$ cat config.mk
export PLATFORM = sky130hd
export DESIGN_NAME = string_key_hash
export DESIGN_NICKNAME = d
export VERILOG_FILES = /design/src/sv/skh_pkg.sv /design/src/sv/string_key_hash.sv /design/src/sv/skh_crc.sv /design/src/sv/skh_mix.sv /design/src/sv/skh_mod.sv
export SDC_FILE = /design/constraint.sdc
export NUM_CORES = 2
export LEC_CHECK = 0
export BUFFER_PORTS_ARGS = -buffer_cell sky130_fd_sc_hd__clkbuf_2
export CORE_MARGIN = 10
export CORE_UTILIZATION = 64
export CTS_CLUSTER_SIZE = 40
export DETAILED_ROUTE_END_ITERATION = 7
export HOLD_SLACK_MARGIN = 0.12
export PLACE_DENSITY = 0.81
export SETUP_SLACK_MARGIN = 0.2
export SYNTH_ARGS = -nofsm -noshare
export SYNTH_HDL_FRONTEND = slang
export SYNTH_SLANG_ARGS = --single-unit
$ cat constraint.sdc
create_clock -name clock -period 11.2 [get_ports clock]
set_input_delay 2.24 -clock clock [delete_from_list [all_inputs] [get_ports clock]]
set_output_delay 2.24 -clock clock [all_outputs]
set_load 0.01 [all_outputs]
$ cat src/sv/skh_pkg.sv
`default_nettype none
// ----------------------------------------------------------------------------
// skh_pkg
// Shared types, constants and functions of the string key hash block.
// ----------------------------------------------------------------------------
package skh_pkg;

   localparam logic [31:0] CrcPoly    = 32'hEDB8_8320;
   localparam logic [31:0] KnuthMult  = 32'd2654435761;
   localparam logic [19:0] BucketMod  = 20'd1000000;

   // 1000000 = 64 * 15625; quotient estimate of (m >> 6) / 15625
   localparam int          ModShift   = 6;
   localparam int          RecipShift = 40;
   localparam logic [26:0] RecipMult  = 27'd70368744;   // floor(2^40 / 15625)

   // one stage's worth of data moving down the hash pipeline
   typedef struct packed {
      logic        valid;
      logic [31:0] data;
   } hand_type;

   function automatic logic [31:0] crc_byte(input logic [31:0] crc, input logic [7:0] b);
      logic [31:0] c;
      c = crc ^ {24'd0, b};
      for (int k = 0; k < 8; k++) begin
         c = c[0] ? ((c >> 1) ^ CrcPoly) : (c >> 1);
      end
      return c;
   endfunction

   // first half of the 32-bit integer mix
   function automatic logic [31:0] mix_a(input logic [31:0] x_i);
      logic [31:0] x;
      x = x_i + (x_i << 12);
      x = x ^ (x >> 22);
      x = x + (x << 4);
      x = x ^ (x >> 9);
      return x;
   endfunction

   // second half of the 32-bit integer mix
   function automatic logic [31:0] mix_b(input logic [31:0] x_i);
      logic [31:0] x;
      x = x_i + (x_i << 10);
      x = x ^ (x >> 2);
      x = x + (x << 7);
      x = x ^ (x >> 12);
      return x;
   endfunction

endpackage
`default_nettype wire

$ cat src/sv/string_key_hash.sv
`default_nettype none
// ----------------------------------------------------------------------------
// string_key_hash
// Bucket hash of byte-string keys: CRC-32 per byte, integer mix, Knuth
// multiply and reduction modulo 1000000 on the last byte of each key.
// ----------------------------------------------------------------------------
//  channel  direction  handshake            payload
//  req      in         req_valid/req_stall  req_key_byte[7:0], req_last_byte
//  rsp      out        rsp_valid/rsp_stall  rsp_hash_value[19:0]
//
//  One key byte per clock is taken while req is not stalled; bytes of the
//  next key follow the last byte of a key without a gap.
//  Once its last byte is accepted, a hash passes through the pipeline:
//  input register, CRC stage, two mix stages, multiply stage,
//  quotient stage and result register.
//  Synchronous reset clears the CRC and all valid bits.
//  Stalls on rsp back up stage by stage; req stalls only when a last byte
//  finds the hash pipeline full.
// ----------------------------------------------------------------------------
module string_key_hash (
   input  wire logic        clock,
   input  wire logic        reset,
   input  wire logic        req_valid,
   output      logic        req_stall,
   input  wire logic [7:0]  req_key_byte,
   input  wire logic        req_last_byte,
   output      logic        rsp_valid,
   input  wire logic        rsp_stall,
   output      logic [19:0] rsp_hash_value
);

   skh_pkg::hand_type fin;
   skh_pkg::hand_type mixed;
   logic              fin_ready;
   logic              mixed_ready;

   skh_crc u_crc (
      .clock         (clock),
      .reset         (reset),
      .req_valid     (req_valid),
      .req_stall     (req_stall),
      .req_key_byte  (req_key_byte),
      .req_last_byte (req_last_byte),
      .fin           (fin),
      .fin_ready     (fin_ready)
   );

   skh_mix u_mix (
      .clock      (clock),
      .reset      (reset),
      .up         (fin),
      .up_ready   (fin_ready),
      .down       (mixed),
      .down_ready (mixed_ready)
   );

   skh_mod u_mod (
      .clock          (clock),
      .reset          (reset),
      .up             (mixed),
      .up_ready       (mixed_ready),
      .rsp_valid      (rsp_valid),
      .rsp_stall      (rsp_stall),
      .rsp_hash_value (rsp_hash_value)
   );

endmodule
`default_nettype wire

$ cat src/sv/skh_crc.sv
`default_nettype none
// ----------------------------------------------------------------------------
// skh_crc
// Input register and byte-wise CRC-32; hands the final CRC of a key onward.
// ----------------------------------------------------------------------------
module skh_crc (
   input  wire logic              clock,
   input  wire logic              reset,
   input  wire logic              req_valid,
   output      logic              req_stall,
   input  wire logic [7:0]        req_key_byte,
   input  wire logic              req_last_byte,
   output      skh_pkg::hand_type fin,
   input  wire logic              fin_ready
);

   logic        in_valid_ff;
   logic [7:0]  byte_ff;
   logic        last_ff;
   logic [31:0] crc_ff;
   logic [31:0] crc_in;
   logic        fin_valid_ff;
   logic [31:0] fin_crc_ff;
   logic        fin_load;
   logic        in_adv;
   logic        accept;
   logic [31:0] crc_upd;

   assign crc_upd   = skh_pkg::crc_byte(crc_ff, byte_ff);
   assign fin_load  = !fin_valid_ff || fin_ready;
   // bytes without the mark never wait on the hash pipeline
   assign in_adv    = in_valid_ff && (!last_ff || fin_load);
   assign req_stall = in_valid_ff && !in_adv;
   assign accept    = req_valid && !req_stall;
   assign crc_in    = last_ff ? 32'd0 : crc_upd;

   always_ff @(posedge clock) begin
      if (reset) begin
         in_valid_ff  <= 1'b0;
         fin_valid_ff <= 1'b0;
         crc_ff       <= 32'd0;
      end else begin
         if (accept) begin
            in_valid_ff <= 1'b1;
         end else if (in_adv) begin
            in_valid_ff <= 1'b0;
         end
         if (in_adv) begin
            crc_ff <= crc_in;
         end
         if (fin_load) begin
            fin_valid_ff <= in_adv && last_ff;
         end
      end
   end

   always_ff @(posedge clock) begin
      if (accept) begin
         byte_ff <= req_key_byte;
         last_ff <= req_last_byte;
      end
      if (fin_load) begin
         fin_crc_ff <= crc_upd;
      end
   end

   assign fin.valid = fin_valid_ff;
   assign fin.data  = fin_crc_ff;

`ifndef SYNTHESIS
   a_crc_clear: assert property (@(posedge clock) disable iff (reset)
      in_adv && last_ff |=> crc_ff == 32'd0)
      else $error("crc not cleared after last byte");
   a_no_stall_mid_key: assert property (@(posedge clock) disable iff (reset)
      in_valid_ff && !last_ff |-> !req_stall)
      else $error("stall on a byte that is not last");
   a_fin_hold: assert property (@(posedge clock) disable iff (reset)
      fin_valid_ff && !fin_ready |=> fin_valid_ff && $stable(fin_crc_ff))
      else $error("final crc lost while held");
`endif

endmodule
`default_nettype wire

$ cat src/sv/skh_mix.sv
`default_nettype none
// ----------------------------------------------------------------------------
// skh_mix
// Integer mix in two stages, then shift and Knuth multiply in a third.
// ----------------------------------------------------------------------------
module skh_mix (
   input  wire logic              clock,
   input  wire logic              reset,
   input  wire skh_pkg::hand_type up,
   output      logic              up_ready,
   output      skh_pkg::hand_type down,
   input  wire logic              down_ready
);

   logic        s1_valid_ff, s2_valid_ff, s3_valid_ff;
   logic [31:0] s1_ff, s2_ff, s3_ff;
   logic        s1_load, s2_load, s3_load;
   logic [31:0] prod;

   assign s3_load  = !s3_valid_ff || down_ready;
   assign s2_load  = !s2_valid_ff || s3_load;
   assign s1_load  = !s1_valid_ff || s2_load;
   assign up_ready = s1_load;

   assign prod = {3'd0, s2_ff[31:3]} * skh_pkg::KnuthMult;

   always_ff @(posedge clock) begin
      if (reset) begin
         s1_valid_ff <= 1'b0;
         s2_valid_ff <= 1'b0;
         s3_valid_ff <= 1'b0;
      end else begin
         if (s1_load) s1_valid_ff <= up.valid;
         if (s2_load) s2_valid_ff <= s1_valid_ff;
         if (s3_load) s3_valid_ff <= s2_valid_ff;
      end
   end

   always_ff @(posedge clock) begin
      if (s1_load) s1_ff <= skh_pkg::mix_a(up.data);
      if (s2_load) s2_ff <= skh_pkg::mix_b(s1_ff);
      if (s3_load) s3_ff <= prod;
   end

   assign down.valid = s3_valid_ff;
   assign down.data  = s3_ff;

endmodule
`default_nettype wire

$ cat src/sv/skh_mod.sv
`default_nettype none
// ----------------------------------------------------------------------------
// skh_mod
// Reduction modulo 1000000: reciprocal quotient estimate, then one
// multiply-subtract with a single correction into the result register.
// ----------------------------------------------------------------------------
module skh_mod (
   input  wire logic              clock,
   input  wire logic              reset,
   input  wire skh_pkg::hand_type up,
   output      logic              up_ready,
   output      logic              rsp_valid,
   input  wire logic              rsp_stall,
   output      logic [19:0]       rsp_hash_value
);

   logic        q_valid_ff;
   logic [12:0] q_ff;
   logic [20:0] m_ff;
   logic        rsp_valid_ff;
   logic [19:0] hash_ff;
   logic [19:0] hash_in;
   logic        q_load, rsp_load;
   logic [52:0] recip_prod;
   logic [12:0] q_est;
   logic [20:0] qm_prod;
   logic [20:0] rem_raw;

   assign rsp_load = !rsp_valid_ff || !rsp_stall;
   assign q_load   = !q_valid_ff || rsp_load;
   assign up_ready = q_load;

   // estimate is the true quotient or one below it
   assign recip_prod = {1'b0, up.data[31:skh_pkg::ModShift]} * {26'd0, skh_pkg::RecipMult};
   assign q_est      = recip_prod[skh_pkg::RecipShift +: 13];

   // remainder is below 2 * 1000000, so 21 bits carry it exactly
   assign qm_prod = 21'({8'd0, q_ff} * {1'b0, skh_pkg::BucketMod});
   assign rem_raw = m_ff - qm_prod;
   assign hash_in = (rem_raw >= {1'b0, skh_pkg::BucketMod})
                    ? 20'(rem_raw - {1'b0, skh_pkg::BucketMod}) : rem_raw[19:0];

   always_ff @(posedge clock) begin
      if (reset) begin
         q_valid_ff   <= 1'b0;
         rsp_valid_ff <= 1'b0;
      end else begin
         if (q_load)   q_valid_ff   <= up.valid;
         if (rsp_load) rsp_valid_ff <= q_valid_ff;
      end
   end

   always_ff @(posedge clock) begin
      if (q_load) begin
         q_ff <= q_est;
         m_ff <= up.data[20:0];
      end
      if (rsp_load) hash_ff <= hash_in;
   end

   assign rsp_valid      = rsp_valid_ff;
   assign rsp_hash_value = hash_ff;

`ifndef SYNTHESIS
   a_rem_range: assert property (@(posedge clock) disable iff (reset)
      q_valid_ff |-> rem_raw < 21'd2000000)
      else $error("quotient estimate out of range");
   a_hash_range: assert property (@(posedge clock) disable iff (reset)
      rsp_valid_ff |-> hash_ff < skh_pkg::BucketMod)
      else $error("hash value not reduced");
   a_q_hold: assert property (@(posedge clock) disable iff (reset)
      q_valid_ff && !rsp_load |=> q_valid_ff && $stable(q_ff) && $stable(m_ff))
      else $error("quotient stage lost while held");
`endif

endmodule
`default_nettype wire

==> qor.txt <==
first-pass GRT wire length: 133,000 um
Critical Path Max Stage Delay: 650 ps
post-detail-place hpwl: 69,400 um
Top FF cell, synth: edfxtp_1
mean post-synth cell area: 10.4 sq um
most frequent cell after synthesis: inv_1
Final Critical Period: 7630 ps
CTS Buf Count: 27
Die ar.: 62,300 sq um
worst skew pair latency: 570 ps
H-tree depth: 1
Yosys reg bits: 227
Yosys top cell area share: 26.5%
WP buf/inv: 4
GRT Util Overall: 26.6%
class of the worst hold path: register to register
final net count: 4,329
io pins: 35
final hold violation count: 0
Synth warnings: 0
CTS tree: done
Commonest cells post-synth: inv_1 (736), ha_1 (585), fa_1 (447)
placed cell count: 3,943
CP Launch Type: register
share of layout cells above drive strength 1: 3.24%
Vias: 22,800
Core Area: 52,400 sq um
top post-synthesis cells by area: fa_1 (27%), ha_1 (22%), edfxtp_1 (17%), inv_1 (8.2%), xnor2_1 (5.8%)
DRC Markers: 0
final setup TNS: 0 ps
clk slew on worst S/H paths: 60 ps
max capacitance violation total: 0
Seq/Total Area, Yosys: 19.0%
syn_nets: 4,281
r2r worst-path depth: 21
Final Worst Setup Slack: 3570 ps
Row Count: 84
pre-CTS WS: 3530 ps
DRT iter0 DRCs: 1,366
post-synthesis async set-or-reset flop share: 0%
Syn-to-layout area delta: 5.51%
Syn Inst Count: 3,236
most used cell, CP: fa_1
hold_buf cts: 0
Via density: 5.71
mean routed wirelength per cell: 20.4 um
outcome: finished, final reports clean
GP Congestion: 1.01
DRT Pass-1 Iters: 7
vias in the first global route: 24,900
cell class contributing the biggest share of worst-path delay: adder cells
setup violators final: 0
largest net degree at the start of global routing: 40
clock root cell: clkbuf_16
RSZ-0062 raised after global routing: false
Clock Skew: 12.8 ps
global route overflow: 0
actual slew at the worst max-slew pin: 1200 ps
critical path fanouts, max: 7
CP Class: register to register
Rel. slew slack: 19.9%
Initial Util: 64.4%
CP max stage cell: edfxtp_1
Reg2Reg Launch Point: u_mix.s3_ff[21]
CTS max path bufs: 3
ANT cells: 0
Reg2Reg Setup Slack: 3570 ps
Die Ht: 250 um
endpoint type of the worst setup path: register
worst r2r dst: u_mod.q_ff[9]
initial antenna violation count: 0
critical path data required time: 11,530 ps
CTS resizes: 0
FMAX: 131 MHz
CP Cell Sequence: inv_1, fa_1, fa_1, fa_1, fa_1, inv_1, fa_1, fa_1, inv_1, fa_1, inv_1, ha_1, nand4_1, nor3_1, o311ai_1, a31oi_1, o41ai_2, o21bai_1, a21oi_1, or3_1, and4_1
post-synth cell types: 73
area leader, netlist: fa_1
Hold Path Sink: u_mod.m_ff[0]
Post-Layout Cell Count: 3,992
number of synthesized flops with an enable pin: 188
final period utilization: 68.1%
drt total wl: 81,400 um
post-CTS setup buffer count: 0
final-layout fill cell count: 3,898
post-route ant nets: 0
Worst Hold Depth: 0
Port-buffer cells: 34
mapped cell area: 33,800 sq um
Pins Over Slew Limit: 0
clk sinks: 227
worst hold start: u_mix.s3_ff[0]
data arrival time of the worst path: 7960 ps
Die W: 250 um
==> worst max-delay path by stage <==
stage | from | to | cells past startpoint
2_1_floorplan | u_mix.s2_ff[5] | u_mix.s3_ff[30] | 23
3_3_place_gp | u_mix.s3_ff[20] | u_mod.q_ff[12] | 22
3_5_place_dp | u_mix.s3_ff[20] | u_mod.q_ff[9] | 21
4_1_cts | u_mix.s3_ff[20] | u_mod.q_ff[9] | 21
5_1_grt | u_mix.s3_ff[20] | u_mod.q_ff[9] | 21
6_report | u_mix.s3_ff[21] | u_mod.q_ff[9] | 21
==> cell usage in the layout, fill, tap and decap left out, types with 11 or more instances in the layout <==
master       n
nor2b_1     20
and3_1      11
o21a_1      19
clkbuf_16   27
nand3_1     52
nor3_1      26
a211oi_1    13
xnor2_1    223
o21ai_0     56
edfxtp_1   188
fa_1       447
ha_1       585
a21oi_1    165
nand2b_1    14
a21o_1      77
o21ai_1     11
nor2_1     101
nand2_1     88
inv_1      736
a31oi_1     19
clkbuf_2    34
xor2_1     150
o21bai_1    28
dfxtp_1     39
==> stage by stage <==
step	hold WS (ps)	cell area, sq um	utilization [%]
after floorplan	400	33800	-
after global placement	416	34800	66.3
after detailed placement	417	34800	66.3
after CTS	430	35600	67.9
after global routing	436	35600	67.9
final	423	35600	67.9
==> worst register-to-register path, cell delays in order (launching register included) <==
cell      delay [ps]
edfxtp_1         650
inv_1            290
fa_1             560
fa_1             570
fa_1             430
fa_1             520
inv_1             60
fa_1             460
fa_1             550
inv_1             50
fa_1             540
inv_1             50
ha_1             350
nand4_1          140
nor3_1           210
o311ai_1         200
a31oi_1          520
o41ai_2          160
o21bai_1         280
a21oi_1          190
or3_1            400
and4_1           210
==> layer usage <==
metal  wire, um  global-route usage [%]  up-vias  part of all wire [%]
li1           -                       -    10600                     -
met1      33200                    33.6    11300                    41
met2      40500                    46.7      669                    50
met3       4690                    3.46      168                   5.8
met4       2960                    8.55        0                   3.6
met5          0                       0        -                     0
==> flip-flops by register name, indices dropped and copies added (netlist names) <==
name,cells
u_mix.s2_valid_ff,1
u_mix.s3_ff,32
u_mix.s3_valid_ff,1
u_mix.s1_ff,32
u_crc.fin_crc_ff,32
u_mix.s2_ff,29
u_mix.s1_valid_ff,1
u_crc.byte_ff,8
u_mod.q_valid_ff,1
u_mod.rsp_hash_value,20
u_crc.crc_ff,32
u_crc.in_valid_ff,1
u_mod.m_ff,21
u_crc.last_ff,1
u_mod.rsp_valid,1
u_mod.q_ff,13
u_crc.fin_valid_ff,1
==> cells by family after synthesis <==
kind of cell / share of synthesized area (%)
mux: 0.119
compound gates: 8.84
simple gates: 5.32
buf+inv: 8.44
fa+ha+maj: 48.2
flops: 19.0
xor+xnor: 10.1
==> layout make-up <==
class                   count  area, sq um  area share (%)
repair buffers             42          230           0.646
multi-input cells        2250        24500            68.7
well taps                 688          861            2.42
flip-flops and latches    227         6430            18.0
inverters                 736         2760            7.76
clock buffers              31          691            1.94
clock inverters            18          163           0.457
Power is left out: the tool's default activity adds up to more than one toggle a clock period on the data nets, which glitch-free logic cannot reach.
